--- src/design/iclm_pkg.sv ---
// shared types and constants for the idle-count cpu load meter
`timescale 1ns / 1ps

package iclm_pkg;

   localparam int unsigned DATA_W = 32;  // idle delta, baseline, window count
   localparam int unsigned PCT_W  = 8;   // reported percentages
   localparam int unsigned HIST_W = 7;   // one ring entry
   localparam int unsigned QUO_W  = 7;   // every quotient here stays below 128
   localparam int unsigned NUM_W  = DATA_W + QUO_W;  // holds delta * 100

   localparam logic [PCT_W-1:0] PCT_FULL = 8'd100;
   localparam logic [PCT_W-1:0] PCT_NONE = 8'd255;

   // divider request and status
   typedef struct packed {
      logic              start;
      logic [NUM_W-1:0]  numer;
      logic [DATA_W-1:0] denom;
   } div_req_type;

   typedef struct packed {
      logic             busy;
      logic             done;
      logic [QUO_W-1:0] quotient;
   } div_rsp_type;

endpackage

--- src/design/idle_count_cpu_load_meter_core.sv ---
// top level of the idle-count cpu load meter: sequencer, history ring and result register
//
//   channel  dir  handshake             payload
//   req      in   req_valid/req_ready   req_idle_delta[31:0]
//   rsp      out  rsp_valid/rsp_ready   rsp_load_instant, rsp_load_average,
//                                       rsp_window_total, rsp_idle_reference
//
// one beat at a time: req_ready is high only while the sequencer is idle
// seeding or idle-never-ran beats go from the scale and check steps straight to the final step
// a computed beat runs the 7-step shared divider for the busy quotient when delta is below
// baseline, and once the ring is full, the one-entry-per-cycle ring sweep and the divider again
// synchronous active-high reset clears control state; the ring itself is not cleared
// a result waiting on rsp_ready holds the next beat in the final step only
`timescale 1ns / 1ps

module idle_count_cpu_load_meter_core #(
   parameter int unsigned AVG_WINDOWS = 10
) (
   input  logic                         clock,
   input  logic                         reset,
   input  logic                         req_valid,
   output logic                         req_ready,
   input  logic [iclm_pkg::DATA_W-1:0]  req_idle_delta,
   output logic                         rsp_valid,
   input  logic                         rsp_ready,
   output logic [iclm_pkg::PCT_W-1:0]   rsp_load_instant,
   output logic [iclm_pkg::PCT_W-1:0]   rsp_load_average,
   output logic [iclm_pkg::DATA_W-1:0]  rsp_window_total,
   output logic [iclm_pkg::DATA_W-1:0]  rsp_idle_reference
);
   import iclm_pkg::*;

   localparam int unsigned IDX_W = (AVG_WINDOWS > 1) ? $clog2(AVG_WINDOWS) : 1;
   localparam int unsigned CNT_W = $clog2(AVG_WINDOWS + 1);
   localparam int unsigned SUM_W = $clog2(127 * AVG_WINDOWS + 1);
   localparam int unsigned SCL_W = DATA_W + 5;  // holds 21 * baseline

   typedef enum logic [3:0] {
      S_IDLE,
      S_SCALE,
      S_CHECK,
      S_CLASS,
      S_DIVQ,
      S_RING,
      S_SUM,
      S_SUMEND,
      S_DIVA,
      S_DIVAW,
      S_EMIT
   } state_type;

   state_type          state_ff;

   // architectural state
   logic [DATA_W-1:0]  baseline_ff;
   logic [PCT_W-1:0]   instant_ff;
   logic [PCT_W-1:0]   average_ff;
   logic [DATA_W-1:0]  windows_ff;
   logic [IDX_W-1:0]   pos_ff;
   logic [CNT_W-1:0]   fill_ff;

   // working registers for one beat
   logic [DATA_W-1:0]  delta_ff;
   logic [SCL_W-1:0]   sdelta_ff;   // 20 * delta
   logic [SCL_W-1:0]   sbase_ff;    // 21 * baseline
   logic [NUM_W-1:0]   prod_ff;     // 100 * delta
   logic [PCT_W-1:0]   busy_ff;
   logic [IDX_W-1:0]   idx_ff;
   logic [SUM_W-1:0]   acc_ff;

   // result register
   logic               rsp_valid_ff;
   logic [PCT_W-1:0]   rsp_instant_ff;
   logic [PCT_W-1:0]   rsp_average_ff;
   logic [DATA_W-1:0]  rsp_total_ff;
   logic [DATA_W-1:0]  rsp_ref_ff;

   // history ring
   logic [HIST_W-1:0]  ring_mem [AVG_WINDOWS];
   logic [HIST_W-1:0]  rd_ff;
   logic               ring_wr;

   div_req_type        div_req;
   div_rsp_type        div_rsp;

   logic [SCL_W-1:0]   d_ext;
   logic [SCL_W-1:0]   b_ext;
   logic [NUM_W-1:0]   p_ext;
   logic               out_free;

   iclm_div u_div (
      .clock (clock),
      .reset (reset),
      .req   (div_req),
      .rsp   (div_rsp)
   );

   assign d_ext = SCL_W'(delta_ff);
   assign b_ext = SCL_W'(baseline_ff);
   assign p_ext = NUM_W'(delta_ff);

   assign req_ready = (state_ff == S_IDLE);
   assign out_free  = ~rsp_valid_ff | rsp_ready;
   assign ring_wr   = (state_ff == S_RING);

   // divider is shared by the busy quotient and the ring mean
   always_comb begin
      div_req.start = 1'b0;
      div_req.numer = prod_ff;
      div_req.denom = baseline_ff;
      if (state_ff == S_CLASS) begin
         div_req.start = (delta_ff < baseline_ff);
      end else if (state_ff == S_DIVA) begin
         div_req.start = 1'b1;
         div_req.numer = NUM_W'(acc_ff);
         div_req.denom = DATA_W'(AVG_WINDOWS);
      end
   end

   // ring storage with registered read
   always_ff @(posedge clock) begin
      if (ring_wr) begin
         ring_mem[pos_ff] <= busy_ff[HIST_W-1:0];
      end
      rd_ff <= ring_mem[idx_ff];
   end

   always_ff @(posedge clock) begin
      if (reset) begin
         state_ff     <= S_IDLE;
         baseline_ff  <= '0;
         instant_ff   <= PCT_NONE;
         average_ff   <= PCT_NONE;
         windows_ff   <= '0;
         pos_ff       <= '0;
         fill_ff      <= '0;
         idx_ff       <= '0;
         rsp_valid_ff <= 1'b0;
      end else begin
         // the final step reloads the result register itself
         if (rsp_valid_ff && rsp_ready && state_ff != S_EMIT) begin
            rsp_valid_ff <= 1'b0;
         end
         unique case (state_ff)
            S_IDLE: begin
               if (req_valid) begin
                  delta_ff   <= req_idle_delta;
                  windows_ff <= windows_ff + 1'b1;
                  state_ff   <= S_SCALE;
               end
            end
            S_SCALE: begin
               // constant multiplies as shift-add
               sdelta_ff <= (d_ext << 4) + (d_ext << 2);
               sbase_ff  <= (b_ext << 4) + (b_ext << 2) + b_ext;
               prod_ff   <= (p_ext << 6) + (p_ext << 5) + (p_ext << 2);
               state_ff  <= S_CHECK;
            end
            S_CHECK: begin
               if (baseline_ff == '0 && delta_ff != '0) begin
                  // seeding window
                  baseline_ff <= delta_ff;
                  state_ff    <= S_EMIT;
               end else if (baseline_ff == '0) begin
                  // idle never ran
                  instant_ff <= PCT_FULL;
                  state_ff   <= S_EMIT;
               end else begin
                  // delta above baseline plus one twentieth, floor included
                  if (sdelta_ff > sbase_ff) begin
                     baseline_ff <= delta_ff;
                  end
                  state_ff <= S_CLASS;
               end
            end
            S_CLASS: begin
               if (delta_ff >= baseline_ff) begin
                  busy_ff  <= '0;
                  state_ff <= S_RING;
               end else begin
                  state_ff <= S_DIVQ;
               end
            end
            S_DIVQ: begin
               if (div_rsp.done) begin
                  busy_ff  <= PCT_FULL - PCT_W'(div_rsp.quotient);
                  state_ff <= S_RING;
               end
            end
            S_RING: begin
               instant_ff <= busy_ff;
               pos_ff     <= (pos_ff == IDX_W'(AVG_WINDOWS - 1)) ? '0 : pos_ff + 1'b1;
               if (fill_ff < CNT_W'(AVG_WINDOWS)) begin
                  fill_ff <= fill_ff + 1'b1;
               end
               idx_ff <= '0;
               acc_ff <= '0;
               if (fill_ff >= CNT_W'(AVG_WINDOWS - 1)) begin
                  state_ff <= S_SUM;
               end else begin
                  average_ff <= PCT_NONE;
                  state_ff   <= S_EMIT;
               end
            end
            S_SUM: begin
               // read of entry idx lands in the next cycle
               if (idx_ff != '0) begin
                  acc_ff <= acc_ff + SUM_W'(rd_ff);
               end
               if (idx_ff == IDX_W'(AVG_WINDOWS - 1)) begin
                  state_ff <= S_SUMEND;
               end else begin
                  idx_ff <= idx_ff + 1'b1;
               end
            end
            S_SUMEND: begin
               acc_ff   <= acc_ff + SUM_W'(rd_ff);
               idx_ff   <= '0;
               state_ff <= S_DIVA;
            end
            S_DIVA: begin
               state_ff <= S_DIVAW;
            end
            S_DIVAW: begin
               if (div_rsp.done) begin
                  average_ff <= PCT_W'(div_rsp.quotient);
                  state_ff   <= S_EMIT;
               end
            end
            S_EMIT: begin
               if (out_free) begin
                  rsp_valid_ff   <= 1'b1;
                  rsp_instant_ff <= instant_ff;
                  rsp_average_ff <= average_ff;
                  rsp_total_ff   <= windows_ff;
                  rsp_ref_ff     <= baseline_ff;
                  state_ff       <= S_IDLE;
               end
            end
            default: begin
               state_ff <= S_IDLE;
            end
         endcase
      end
   end

   assign rsp_valid          = rsp_valid_ff;
   assign rsp_load_instant   = rsp_instant_ff;
   assign rsp_load_average   = rsp_average_ff;
   assign rsp_window_total   = rsp_total_ff;
   assign rsp_idle_reference = rsp_ref_ff;

   // fill count saturates at the ring depth
   a_fill_bound: assert property (@(posedge clock) disable iff (reset)
      fill_ff <= CNT_W'(AVG_WINDOWS))
      else $error("ring fill beyond depth");

   // a beat taken closes the input until its result is built
   a_one_beat: assert property (@(posedge clock) disable iff (reset)
      req_valid && req_ready |=> !req_ready)
      else $error("input open while a beat is in work");

   // divider only finishes while the sequencer waits on it
   a_div_done: assert property (@(posedge clock) disable iff (reset)
      div_rsp.done |-> (state_ff == S_DIVQ || state_ff == S_DIVAW))
      else $error("divider result with nobody waiting");

   // divider is never restarted in the middle of a division
   a_div_start: assert property (@(posedge clock) disable iff (reset)
      div_req.start |-> !div_rsp.busy)
      else $error("divider started while busy");

   // percentages stay in range or carry the not-yet marker
   a_pct_range: assert property (@(posedge clock) disable iff (reset)
      rsp_valid |-> ((rsp_load_instant <= PCT_FULL || rsp_load_instant == PCT_NONE) &&
                     (rsp_load_average <= PCT_FULL || rsp_load_average == PCT_NONE)))
      else $error("percentage out of range");

endmodule

--- src/design/iclm_div.sv ---
// iterative restoring divider, one quotient bit per cycle, quotient below 2^QUO_W
`timescale 1ns / 1ps

module iclm_div (
   input  logic                 clock,
   input  logic                 reset,
   input  iclm_pkg::div_req_type req,
   output iclm_pkg::div_rsp_type rsp
);
   import iclm_pkg::*;

   localparam int unsigned CNT_W = $clog2(QUO_W + 1);

   logic [DATA_W-1:0] rem_ff;
   logic [QUO_W-1:0]  low_ff;   // numerator low bits shift out, quotient bits shift in
   logic [DATA_W-1:0] den_ff;
   logic [CNT_W-1:0]  cnt_ff;
   logic              busy_ff;
   logic              done_ff;

   logic [DATA_W:0]   trial;
   logic [DATA_W+1:0] diff;
   logic              fits;

   // shared subtract and compare
   assign trial = {rem_ff, low_ff[QUO_W-1]};
   assign diff  = {1'b0, trial} - {2'b00, den_ff};
   assign fits  = ~diff[DATA_W+1];

   always_ff @(posedge clock) begin
      if (reset) begin
         busy_ff <= 1'b0;
         done_ff <= 1'b0;
         cnt_ff  <= '0;
      end else begin
         done_ff <= 1'b0;
         if (req.start) begin
            rem_ff  <= req.numer[NUM_W-1:QUO_W];
            low_ff  <= req.numer[QUO_W-1:0];
            den_ff  <= req.denom;
            cnt_ff  <= CNT_W'(QUO_W);
            busy_ff <= 1'b1;
         end else if (busy_ff) begin
            rem_ff <= fits ? diff[DATA_W-1:0] : trial[DATA_W-1:0];
            low_ff <= {low_ff[QUO_W-2:0], fits};
            cnt_ff <= cnt_ff - 1'b1;
            if (cnt_ff == CNT_W'(1)) begin
               busy_ff <= 1'b0;
               done_ff <= 1'b1;
            end
         end
      end
   end

   assign rsp.busy     = busy_ff;
   assign rsp.done     = done_ff;
   assign rsp.quotient = low_ff;

endmodule

--- config.mk ---
export PLATFORM = sky130hd
export DESIGN_NAME = idle_count_cpu_load_meter_core
export DESIGN_NICKNAME = d
export VERILOG_FILES = /design/src/design/iclm_pkg.sv /design/src/design/idle_count_cpu_load_meter_core.sv /design/src/design/iclm_div.sv
export SDC_FILE = /design/constraint.sdc
export NUM_CORES = 1
export LEC_CHECK = 0
export BUFFER_PORTS_ARGS = -buffer_cell sky130_fd_sc_hd__buf_2
export CORE_MARGIN = 8
export CORE_UTILIZATION = 55
export DETAILED_ROUTE_END_ITERATION = 8
export PLACE_DENSITY = 0.73
export SETUP_SLACK_MARGIN = 0.4
export SLEW_MARGIN = 20
export SYNTH_ARGS = -nofsm -noshare
export SYNTH_HDL_FRONTEND = slang
export SYNTH_SLANG_ARGS = --single-unit
--- constraint.sdc ---
create_clock -name clock -period 9 [get_ports clock]
set_input_delay 0.45 -clock clock [delete_from_list [all_inputs] [get_ports clock]]
set_output_delay 0.45 -clock clock [all_outputs]
set_load 0.02 [all_outputs]
# Yosys cells after proc, flatten, opt, wreduce, memory -nomap -nowiden
# Memory sizes are Yosys's and may differ from the RTL's. A register that Yosys moved wholly into a read port is not among the register bits.
# Cells that the tools add are included.
dict set report op_classes {
  n_reduce_logical 30
  eq_ne 26
  muxes 46
  magnitude_cmp 5
  add_sub_neg 13
  bitwise_logic 5
}
# cell count
set ops {}
lappend ops {{32-bit two-way mux} 6}
lappend ops {{36-bit by 34-bit adder with 37-bit output} 2}
lappend ops {{72-bit two-way mux} 1}
lappend ops {{71-bit two-way mux} 1}
lappend ops {{8-bit two-way mux} 6}
lappend ops {{8-bit one-hot mux with 2 select lines} 3}
lappend ops {{4-bit one-hot mux with 11 select lines} 1}
lappend ops {{4-bit two-way mux} 10}
lappend ops {{38-bit by 37-bit adder with 39-bit output} 1}
lappend ops {{39-bit by 34-bit adder with 39-bit output} 1}
lappend ops {{37-bit by 32-bit adder with 37-bit output} 1}
lappend ops {{37-bit > comparator} 1}
lappend ops {{33-bit by 32-bit subtractor with 34-bit output} 1}
lappend ops {{11-bit one-hot mux with 3 select lines} 1}
lappend ops {{32-bit by 1-bit adder with 32-bit output (second input constant)} 1}
lappend ops {{32-bit >= comparator} 1}
lappend ops {{32-bit logical NOT} 1}
lappend ops {{32-bit less-than comparator} 1}
lappend ops {{32-bit nonzero test} 1}
lappend ops {{4-bit == test (second input constant)} 5}
lappend ops {{3-bit AND reduction} 6}
lappend ops {{4-bit by 3-bit == test with 1-bit output (second input constant)} 4}
lappend ops {{2-bit inequality test (second input constant)} 8}
lappend ops {{7-bit two-way mux} 2}
lappend ops {{other kinds (27)} 59}
dict set report word_totals {
  mem_bits_rw 70
  reg_bits 417
  word_cells 151
  n_memories 1
}
# memory depth width rd rd_ports_with_merged_regs wr line
set memory_table {}
lappend memory_table {ring_mem 10 7 1 1 1 idle_count_cpu_load_meter_core.sv:79} ;# logic [HIST_W-1:0] ring_mem [AVG_WINDOWS];

# Depth between registers and ports, before layout
# Gate-level depths: netlist of the first run.
dict set report logic_depth {
  depth_word 5
  ltp_mapped 14
  ltp_nobuf 14
}

# Hierarchy
# Synthesis of the first run repeated with hierarchy kept, for this count alone.
dict set report hier_totals {
  hier_cells 2579
  hier_area_um2 28468.6
}
# module area_each_um2 instances cells_each
set modules_own_cells {}
lappend modules_own_cells {idle_count_cpu_load_meter_core 23542.6 1 2088}
lappend modules_own_cells {iclm_div 4926.0 1 491}

# Worst setup path after synthesis of the first run
# No wires, ideal clock.
dict set report synth_path {
  path_kind {register -> register}
  start {reg state_ff[1]}
  end {reg prod_ff[10] (enable)}
  required_time_ns 8.296
  slack_ns 0.120
  arrival_time_ns 8.175
  path_buffers 1
  stages_incl_launch_ff 4
  period_less_slack_ns 8.880
  path_cell_list {dfxtp_1 -> clkbuf_1 -> or2_2 -> nor3_1}
}
dict set report synth_via {
  elab_chain_cells 2
}
# element line
set synth_rtl {}
lappend synth_rtl {{start: declaration} idle_count_cpu_load_meter_core.sv:52} ;# state_type state_ff;
lappend synth_rtl {{start signal: assignment} idle_count_cpu_load_meter_core.sv:130} ;# state_ff <= S_IDLE;
lappend synth_rtl {{start signal: assignment} idle_count_cpu_load_meter_core.sv:149} ;# state_ff <= S_SCALE;
lappend synth_rtl {{start signal: assignment} idle_count_cpu_load_meter_core.sv:157} ;# state_ff <= S_CHECK;
lappend synth_rtl {{4-bit by 1-bit == test with 1-bit output} idle_count_cpu_load_meter_core.sv:144} ;# unique case (state_ff)
lappend synth_rtl {{2-bit AND reduction (no line)} -}
lappend synth_rtl {{end signal: assignment} idle_count_cpu_load_meter_core.sv:156} ;# prod_ff <= (p_ext << 6) + (p_ext << 5) + (p_ext << 2);
lappend synth_rtl {{end: declaration} idle_count_cpu_load_meter_core.sv:66} ;# logic [NUM_W-1:0] prod_ff;
# No other way between the ends.
# A chain may end at the register's enable or synchronous reset.

# Final worst setup path of the first run
dict set report layout_path {
  start {reg baseline_ff[3]}
  end {reg u_div.low_ff[0] (enable)}
}
dict set report layout_via {
  elab_chain_cells 4
}
# element line
set layout_rtl {}
lappend layout_rtl {{start: declaration} idle_count_cpu_load_meter_core.sv:55} ;# logic [DATA_W-1:0] baseline_ff;
lappend layout_rtl {{start signal: assignment} idle_count_cpu_load_meter_core.sv:162} ;# baseline_ff <= delta_ff;
lappend layout_rtl {{start signal: assignment} idle_count_cpu_load_meter_core.sv:171} ;# baseline_ff <= delta_ff;
lappend layout_rtl {{32-bit less-than comparator} idle_count_cpu_load_meter_core.sv:112} ;# div_req.start = (delta_ff < baseline_ff);
lappend layout_rtl {{1-bit two-way mux} idle_count_cpu_load_meter_core.sv:111} ;# if (state_ff == S_CLASS) begin
lappend layout_rtl {{2-bit nonzero test (no line)} -}
lappend layout_rtl {{2-bit AND reduction (no line)} -}
lappend layout_rtl {{end signal: assignment} iclm_div.sv:39} ;# low_ff <= req.numer[QUO_W-1:0];
lappend layout_rtl {{end signal: assignment} iclm_div.sv:45} ;# low_ff <= {low_ff[QUO_W-2:0], fits};
lappend layout_rtl {{end: declaration} iclm_div.sv:15} ;# logic [QUO_W-1:0] low_ff;
# No other way between the ends.

==> flow_summary_export.csv, run 1 <==
group,metric,value,unit
pwr,p_int,5.402,mW
routing,vias,19240,
sta,maxSlewHeadroom,27.79,%
critical_path,crit_path_max_incr_delay,550,ps
floorplanning,initial_utilization,55.60,%
pwr,ir_drop,0.0001633,V
yosys,async_flop_share,0,%
sta,setup_tns,0,ps
clock_network,cts_htree_levels,2,
pwr,power_switching,2.966,mW
clock_network,root_buffer,"clkbuf_16",
floorplanning,rows,82,
yosys,synth_cell_types,74,
placed_design,io_buffers,117,
cells_and_area,design_area,31040,sq um
critical_path,cp.arrival,4750,ps
critical_path,cp-start-kind,"register",
cells_and_area,n_fill_cell,3920,
routing,dr.pass1.iters,6,
yosys,synth_ff_type,"edfxtp_1",
cells_and_area,diodes,0,
clock_network,clkTransAtPathRegs,60,ps
grt,grt_pass1_vias,19210,
routing,drt_iter0_markers,1606,
clock_network,worst_skew_pair.late_latency,620,ps
pwr,pwr-share-clk,26.5,%
yosys,synth-edff-count,379,
cells_and_area,nets,2932,
pwr,seqPwrFrac,38.3,%
critical_path,critPathSlowestCell,"nor2_4",
floorplanning,die_w,240.7,um
floorplanning,ioPinCount,118,
floorplanning,die_area,57960,sq um
grt,grt_pass1_wl,103.6,mm
clock_network,cts_buffers,51,
clock_network,post_cts_resize_count,0,
sta,fmax,0.2258,GHz
yosys,synthesis.area,27780,sq um
yosys,avgSynthCellArea,11.24,sq um
sta,fin_skew,40.51,ps
floorplanning,coreArea,49970,sq um
grt,grt_overflow,0,
critical_path,crit_chain,"inv_1 > ha_1 > a21oi_1 > nor2b_1 > o21ai_0 > o211ai_1 > o211ai_1 > o211ai_1 > a2111oi_2 > buf_4 > or2_2 > nor2_1 > nor2_4 > buf_16",
cells_and_area,post_route_cells_drive_above_1_share,9.992,%
sta,slew_violations,0,
placed_design,place_area,29110,sq um
clock_network,cts_num_sinks,488,
critical_path,rrSetupSlack,4570,ps
pwr,power_frac_comb,35.3,%
sta,rsz0062_at_grt,"no",
critical_path,cp-end-kind,"register",
yosys,syn_inst,2472,
yosys,ys_seq_area_share,48.82,%
grt,grt_max_degree,80,
critical_path,critPathKind,"register to register",
sta,fin_crit,4429,ps
critical_path,path_max_fanout,49,
critical_path,crit_top_cell,"o211ai_1",
flow_run,drv_cap,0,
sta,fin_crit_sh,49.21,%
status,status,"complete, no violations",
sta,final_hold_viol_count,0,
placed_design,hpwl,46.94,mm
routing,wire_per_inst,19.70,um
routing,drtAntennaViolNets,0,
yosys,syn_nets,2803,
sta,setup_violations,0,
critical_path,crit_required,9320,ps
yosys,ys_ff_latch,488,
clock_network,tritoncts,"done",
yosys,yosys_warnings,0,
floorplanning,die_y,240.7,um
clock_network,ctsLongestPathBuffers,3,
cells_and_area,syn_to_final_growth,11.72,%
routing,wl,65.28,mm
grt,grt_usage,22.37,%
grt,antenna_found_initial,0,
placed_design,gp_congestion,0.9393,
pwr,power_density,269.6,nW/um^2
pwr,p_sw_share,35.44,%
pwr,cellLeakagePower,12.34,nW
sta,worst_pin_slew,1075,ps
worst_hold_path,worstHoldPathType,"input port to register",
routing,drc,0,
routing,routed_via_density,5.807,
==> power by group through the flow <==
stage | Clock [mW] | Sequential (mW) | Combinational (mW)
6_report | 2.21 | 3.20 | 2.95
3_3_place_gp | 0 | 3.23 | 2.79
2_1_floorplan | 0 | 3.14 | 2.19
5_1_grt | 2.33 | 3.24 | 3.28
4_1_cts | 2.25 | 3.20 | 2.91
3_5_place_dp | 0 | 3.25 | 2.87
==> through the flow <==
| stage | power (mW) | hold slack [ps] | instances | setup WS (ps) | util, % |
|---|---|---|---|---|---|
| floorplan | 5.322 | 409.1 | 2472 | 2106 | - |
| global placement | 6.022 | 421.5 | 3209 | 4409 | 58.22 |
| detailed placement | 6.121 | 430.9 | 3210 | 4336 | 58.27 |
| CTS | 8.371 | 3.507 | 3313 | 4367 | 62.02 |
| global route | 8.859 | 16.94 | 3314 | 4225 | 62.12 |
| finish | 8.368 | 32.08 | 3314 | 4571 | 62.12 |
==> worst max-delay path: cells and delay by family, from the launching register on <==
| kind | cells | cell delay, ps |
|---|---|---|
| and+or+nand+nor | 4 | 1220 |
| AOI/OAI and AO/OA | 6 | 1200 |
| DFF | 1 | 510 |
| buffers and inverters | 3 | 880 |
| adders and majority gates | 1 | 330 |
==> cells by family after synthesis <==
logic type	count (synthesis)	share of synthesized area [%]
AOI/OAI and AO/OA	557	12.78
xor gates and xnor gates	143	4.508
adders and majority gates	295	14.93
buffers and inverters	260	3.630
DFF	488	48.82
muxes	82	3.585
and+or+nand+nor	647	11.74
==> registers in the layout, indices dropped and copies added (netlist names), 7 cells and up <==
register and flops:
acc_ff 11, average_ff 8, baseline_ff 32, busy_ff 8, delta_ff 32, instant_ff 8, prod_ff 37, rd_ff 7
ring_mem 70, rsp_idle_reference 32, rsp_load_average 8, rsp_load_instant 8, rsp_window_total 32, sbase_ff 37, sdelta_ff 33, u_div.den_ff 32
u_div.low_ff 7, u_div.rem_ff 32, windows_ff 32
==> placed cells by master (no fill, tap or decap), types with 29 or more instances in the layout <==
| cell type | synthesis | final |
|---|---|---|
| edfxtp_1 | 379 | 379 |
| ha_1 | 234 | 234 |
| inv_1 | 193 | 193 |
| a21oi_1 | 168 | 168 |
| nor2_1 | 167 | 164 |
| nand2_1 | 147 | 147 |
| buf_2 | 8 | 116 |
| dfxtp_1 | 109 | 109 |
| o21ai_0 | 104 | 104 |
| nand2b_1 | 98 | 98 |
| xnor2_1 | 95 | 95 |
| a21o_1 | 84 | 84 |
| mux2i_1 | 68 | 68 |
| fa_1 | 61 | 61 |
| clkbuf_16 | 0 | 53 |
| xor2_1 | 48 | 48 |
| nand3_1 | 39 | 39 |
| nand4_1 | 35 | 35 |
| o21a_1 | 29 | 29 |
==> synthesized netlist by cell type, types with 16 or more instances <==
library cell	number	area (sq um)
a211oi_1	22	165.2
nand4_1	35	219.0
and3_1	16	100.1
nand2_1	147	551.8
or3_1	25	156.4
o21a_1	29	217.7
mux2i_1	68	680.7
nor3_1	31	155.2
a21o_1	84	630.6
nor2_1	167	626.9
nor2b_1	28	175.2
nand3_1	39	195.2
and2_1	16	100.1
nor4_1	16	100.1
inv_1	193	724.4
o21bai_1	23	172.7
nand2b_1	98	613.1
fa_1	61	1221
o22ai_1	16	100.1
ha_1	234	2928
xnor2_1	95	832.1
a21oi_1	168	840.8
edfxtp_1	379	11380
clkbuf_1	53	198.9
dfxtp_1	109	2182
xor2_1	48	420.4
o21ai_0	104	520.5
==> cell type report <==
cell class / count / area, sq um / area share [%]
clock buffer: 75 / 1499 / 4.829
clock inverter: 19 / 286.5 / 0.9232
inverter: 193 / 724.4 / 2.334
multi-input combinational: 1724 / 13290 / 42.80
sequential: 488 / 13560 / 43.70
tap: 672 / 840.8 / 2.709
timing repair buffer: 143 / 838.3 / 2.701
==> repair_timing <==
action | CTS | global route
hold buffers | 9 | 0
hold endpoints to repair | 9 | 0
buffers inserted | 0 | 0
==> per-layer routing <==
metal	wire, um	GRT usage, %	vias to the layer above	part of all wire (%)
met1	28640	30.20	9259	44
li1	-	-	9216	-
met4	2214	8.387	0	3.4
met3	4271	3.551	131	6.5
met5	0	0	-	0
met2	30150	36.33	638	46
==> final timing paths <==
| path | start | depth (start not counted) | to |
|---|---|---|---|
| setup reg to reg | baseline_ff[3] | 14 | u_div.low_ff[0] |
| setup / recovery | baseline_ff[3] | 14 | u_div.low_ff[0] |
| hold reg to reg | instant_ff[5] | 0 | rsp_load_instant[5] |
| hold / removal | req_idle_delta[10] | 1 | delta_ff[10] |
(Power assumes the default switching activity.)
==> inputs of run 2 (changes only) <==
--- a/config.mk
+++ b/config.mk
@@ -5,6 +5,7 @@
 export SDC_FILE = /design/constraint.sdc
 export NUM_CORES = 1
 export LEC_CHECK = 0
+export ABC_AREA = 1
 export BUFFER_PORTS_ARGS = -buffer_cell sky130_fd_sc_hd__buf_2
 export CORE_MARGIN = 8
 export CORE_UTILIZATION = 55
==> constraint.sdc (replaced) <==
create_clock -name clock -period 3.7 [get_ports clock]
set_input_delay 0.185 -clock clock [delete_from_list [all_inputs] [get_ports clock]]
set_output_delay 0.185 -clock clock [all_outputs]
set_load 0.02 [all_outputs]
==> flow_summary_export.csv, run 2 <==
group,metric,value,unit
yosys,synth_cell_types,56,
yosys,netlist_top_cells_area,"edfxtp_1, ha_1, nand2_1, dfxtp_1, inv_1",
critical_path,reg2reg_from,"delta_ff[30]",
cells_and_area,final_common_cell,"nand2_1",
worst_hold_path,holdPathEnd,"windows_ff[12]",
pwr,cellLeakagePower,14.81,nW
grt,grt_pass1_vias,23160,
critical_path,worst-path-buf-inv,2,
routing,wl_met3,6.626,mm
sta,final_hold_viol_count,0,
yosys,ys_seq_area_share,45.74,%
critical_path,critPathSlowestCell,"edfxtp_1",
critical_path,r2r_end,"baseline_ff[16]",
sta,fin_crit,3135,ps
floorplanning,die_area,61600,sq um
worst_hold_path,hold_path_startpoint,"reset",
yosys,netlist.area_leader.share,38.38,%
critical_path,crit_path_max_incr_delay,660,ps
routing,drt_iter0_markers,2419,
yosys,async_flop_share,0,%
cells_and_area,reg_top3,"ring_mem (70), prod_ff (37), sbase_ff (37)",
routing,met1Wirelength,36.14,mm
floorplanning,die_w,248.2,um
yosys,ys_ff_latch,488,
sta,fmax,0.3190,GHz
placed_design,hpwl,61.94,mm
clock_network,worst_skew_pair.late_latency,620,ps
critical_path,crit_required,4200,ps
cells_and_area,design_area,33390,sq um
status,status,"complete, no violations",
sta,fin_crit_sh,84.73,%
grt,grt_max_degree,69,
yosys,synthesis.area,29650,sq um
floorplanning,initial_utilization,55.32,%
placed_design,place_area,31250,sq um
critical_path,cp-end-kind,"register",
floorplanning,coreArea,53600,sq um
routing,wl,81.41,mm
critical_path,path_delay_family,"buffers and inverters",
pwr,ir_drop,0.0004789,V
sta,maxSlewHeadroom,29.56,%
grt,antenna_found_initial,2,
yosys,synth_ff_type,"edfxtp_1",
critical_path,rrSetupSlack,560,ps
clock_network,clkTransAtPathRegs,60,ps
yosys,synth_area_leader_cell,"edfxtp_1",
clock_network,cts_num_sinks,488,
cells_and_area,post_route_cells_drive_above_1_share,8.340,%
cells_and_area,mostFrequentLayoutCells,"nand2_1, inv_1, edfxtp_1",
cells_and_area,utilization,62.29,%
critical_path,crit_path_start,"delta_ff[30]",
placed_design,gp_congestion,0.9978,
yosys,synth_top_family_by_area,"simple AND/OR/NAND/NOR gates",
cells_and_area,largest_register,"ring_mem",
routing,vias,24250,
worst_hold_path,worst_hold_path.num_cells,2,
yosys,avgSynthCellArea,8.817,sq um
flow_run,drv_cap,0,
cells_and_area,syn_to_final_growth,12.60,%
routing,met2WireLength,36.34,mm
routing,drc,0,
critical_path,cp-start-kind,"register",
yosys,synth-adder-area-share,13.99,%
cells_and_area,nets,3885,
critical_path,critPathKind,"register to register",
clock_network,tritoncts,"done",
floorplanning,die_y,248.2,um
yosys,synthSimpleGateAreaFrac,20.71,%
critical_path,path_max_fanout,64,
critical_path,crit_chain,"inv_1 > ha_1 > nand4_1 > o41ai_4 > buf_4 > a21oi_1 > nor2_1",
yosys,synth_xor_area_share,3.308,%
cells_and_area,diodes,0,
cells_and_area,n_fill_cell,4546,
critical_path,cp.arrival,3630,ps
pwr,power_density,685.1,nW/um^2
critical_path,r2r_cells,7,
yosys,synth_compound_area_share,10.03,%
grt,grt_pass1_wl,128.7,mm
grt,grt_usage,26.61,%
clock_network,cts_htree_levels,2,
routing,dr.pass1.iters,8,
routing,routed.top_layer,"met5",
critical_path,cp_num_cells,7,
yosys,synth_mux_area_share,0,%
yosys,yosys_warnings,0,
yosys,synth-edff-count,379,
routing,wire_per_inst,18.96,um
yosys,yosysMostFrequentCell,"nand2_1",
sta,setup_tns,0,ps
sta,setup_violations,0,
routing,drtAntennaViolNets,0,
clock_network,ctsLongestPathBuffers,3,
sta,fin_skew,28.06,ps
placed_design,io_buffers,117,
floorplanning,rows,85,
clock_network,root_buffer,"clkbuf_16",
yosys,syn_nets,3694,
worst_hold_path,worstHoldPathType,"input port to register",
sta,worst_pin_slew,1054,ps
grt,grt_overflow,0,
clock_network,cts_buffers,51,
cells_and_area,largest_register_ffs,70,
yosys,synth_top_cells_by_count,"nand2_1, inv_1, edfxtp_1",
yosys,syn_inst,3363,
routing,routed_via_density,5.648,
sta,slew_violations,0,
sta,rsz0062_at_grt,"yes",
floorplanning,ioPinCount,118,
==> run 2: changes by cell type after synthesis, sizes merged, moves of 62 or more <==
cell and delta:
inv +224, a21o -62, nand2b -98, mux2i -68
nor2 +208, a21oi +78, nand2 +592, nand3 +135
==> run 2: per-stage QoR <==
step / hold slack [ps] / cells / power, mW / setup slack (ps)
4_1_cts: 135.0 / 4289 / 22.79 / 501.6
5_1_grt: 171.7 / 4293 / 24.37 / 400.4
6_report: 148.6 / 4293 / 22.87 / 564.9
3_5_place_dp: 363.1 / 4159 / 17.33 / 505.7
2_1_floorplan: 283.9 / 3363 / 14.51 / 118.2
3_3_place_gp: 362.1 / 4159 / 17.19 / 513.1
==> run 2: kinds of logic (layout without fill, tap and decap cells) <==
group / count (synthesis) / after routing
simple gates: 1453 / 1453
buf+inv: 479 / 713
fa+ha+maj: 295 / 295
compound gates: 536 / 536
xor+xnor: 112 / 112
flops: 488 / 488
==> run 2: worst max path at each step <==
stage,endpoint,slack [ps]
after global routing,prod_ff[36],400
after CTS,prod_ff[36],500
after floorplan,rsp_idle_reference[0],120
final,baseline_ff[16],560
after global placement,prod_ff[36],510
after detailed placement,prod_ff[36],510
==> run 2: what timing repair did <==
action	4_1_cts	5_1_grt
hold endpoints to repair	34	0
hold buffers	34	0
gates resized for setup	0	3
buffers inserted	0	4
setup endpoints to repair	0	14
==> run 2: power breakdown <==
| part | internal [mW] | switching [mW] |
|---|---|---|
| clock network | 3.12 | 2.28 |
| registers | 7.25 | 0.819 |
| logic | 3.26 | 6.14 |
| total | 13.6 | 9.24 |
==> run 2: layout make-up <==
cell class              count  area [sq um]  area share [%]
well taps                 696         870.8           2.608
flip-flops and latches    488         13570           40.63
multi-input cells        2396         14300           42.83
inverters                 422          1584           4.744
repair buffers            195          1306           3.912
clock buffers              59          1306           3.912
clock inverters            37         454.2           1.360
==> run 2: per-layer routing <==
layer / vias up / global-route usage, %
met4: 4 / 7.323
met2: 916 / 41.71
met3: 137 / 4.492
met5: - / 0
met1: 11430 / 38.01
li1: 11760 / -
==> run 2: worst reg2reg max path, stage by stage, from the launching register on <==
cell      delay (ps)
edfxtp_1         660
inv_1            280
ha_1             220
nand4_1          180
o41ai_4          560
buf_4            660
a21oi_1          180
nor2_1           270
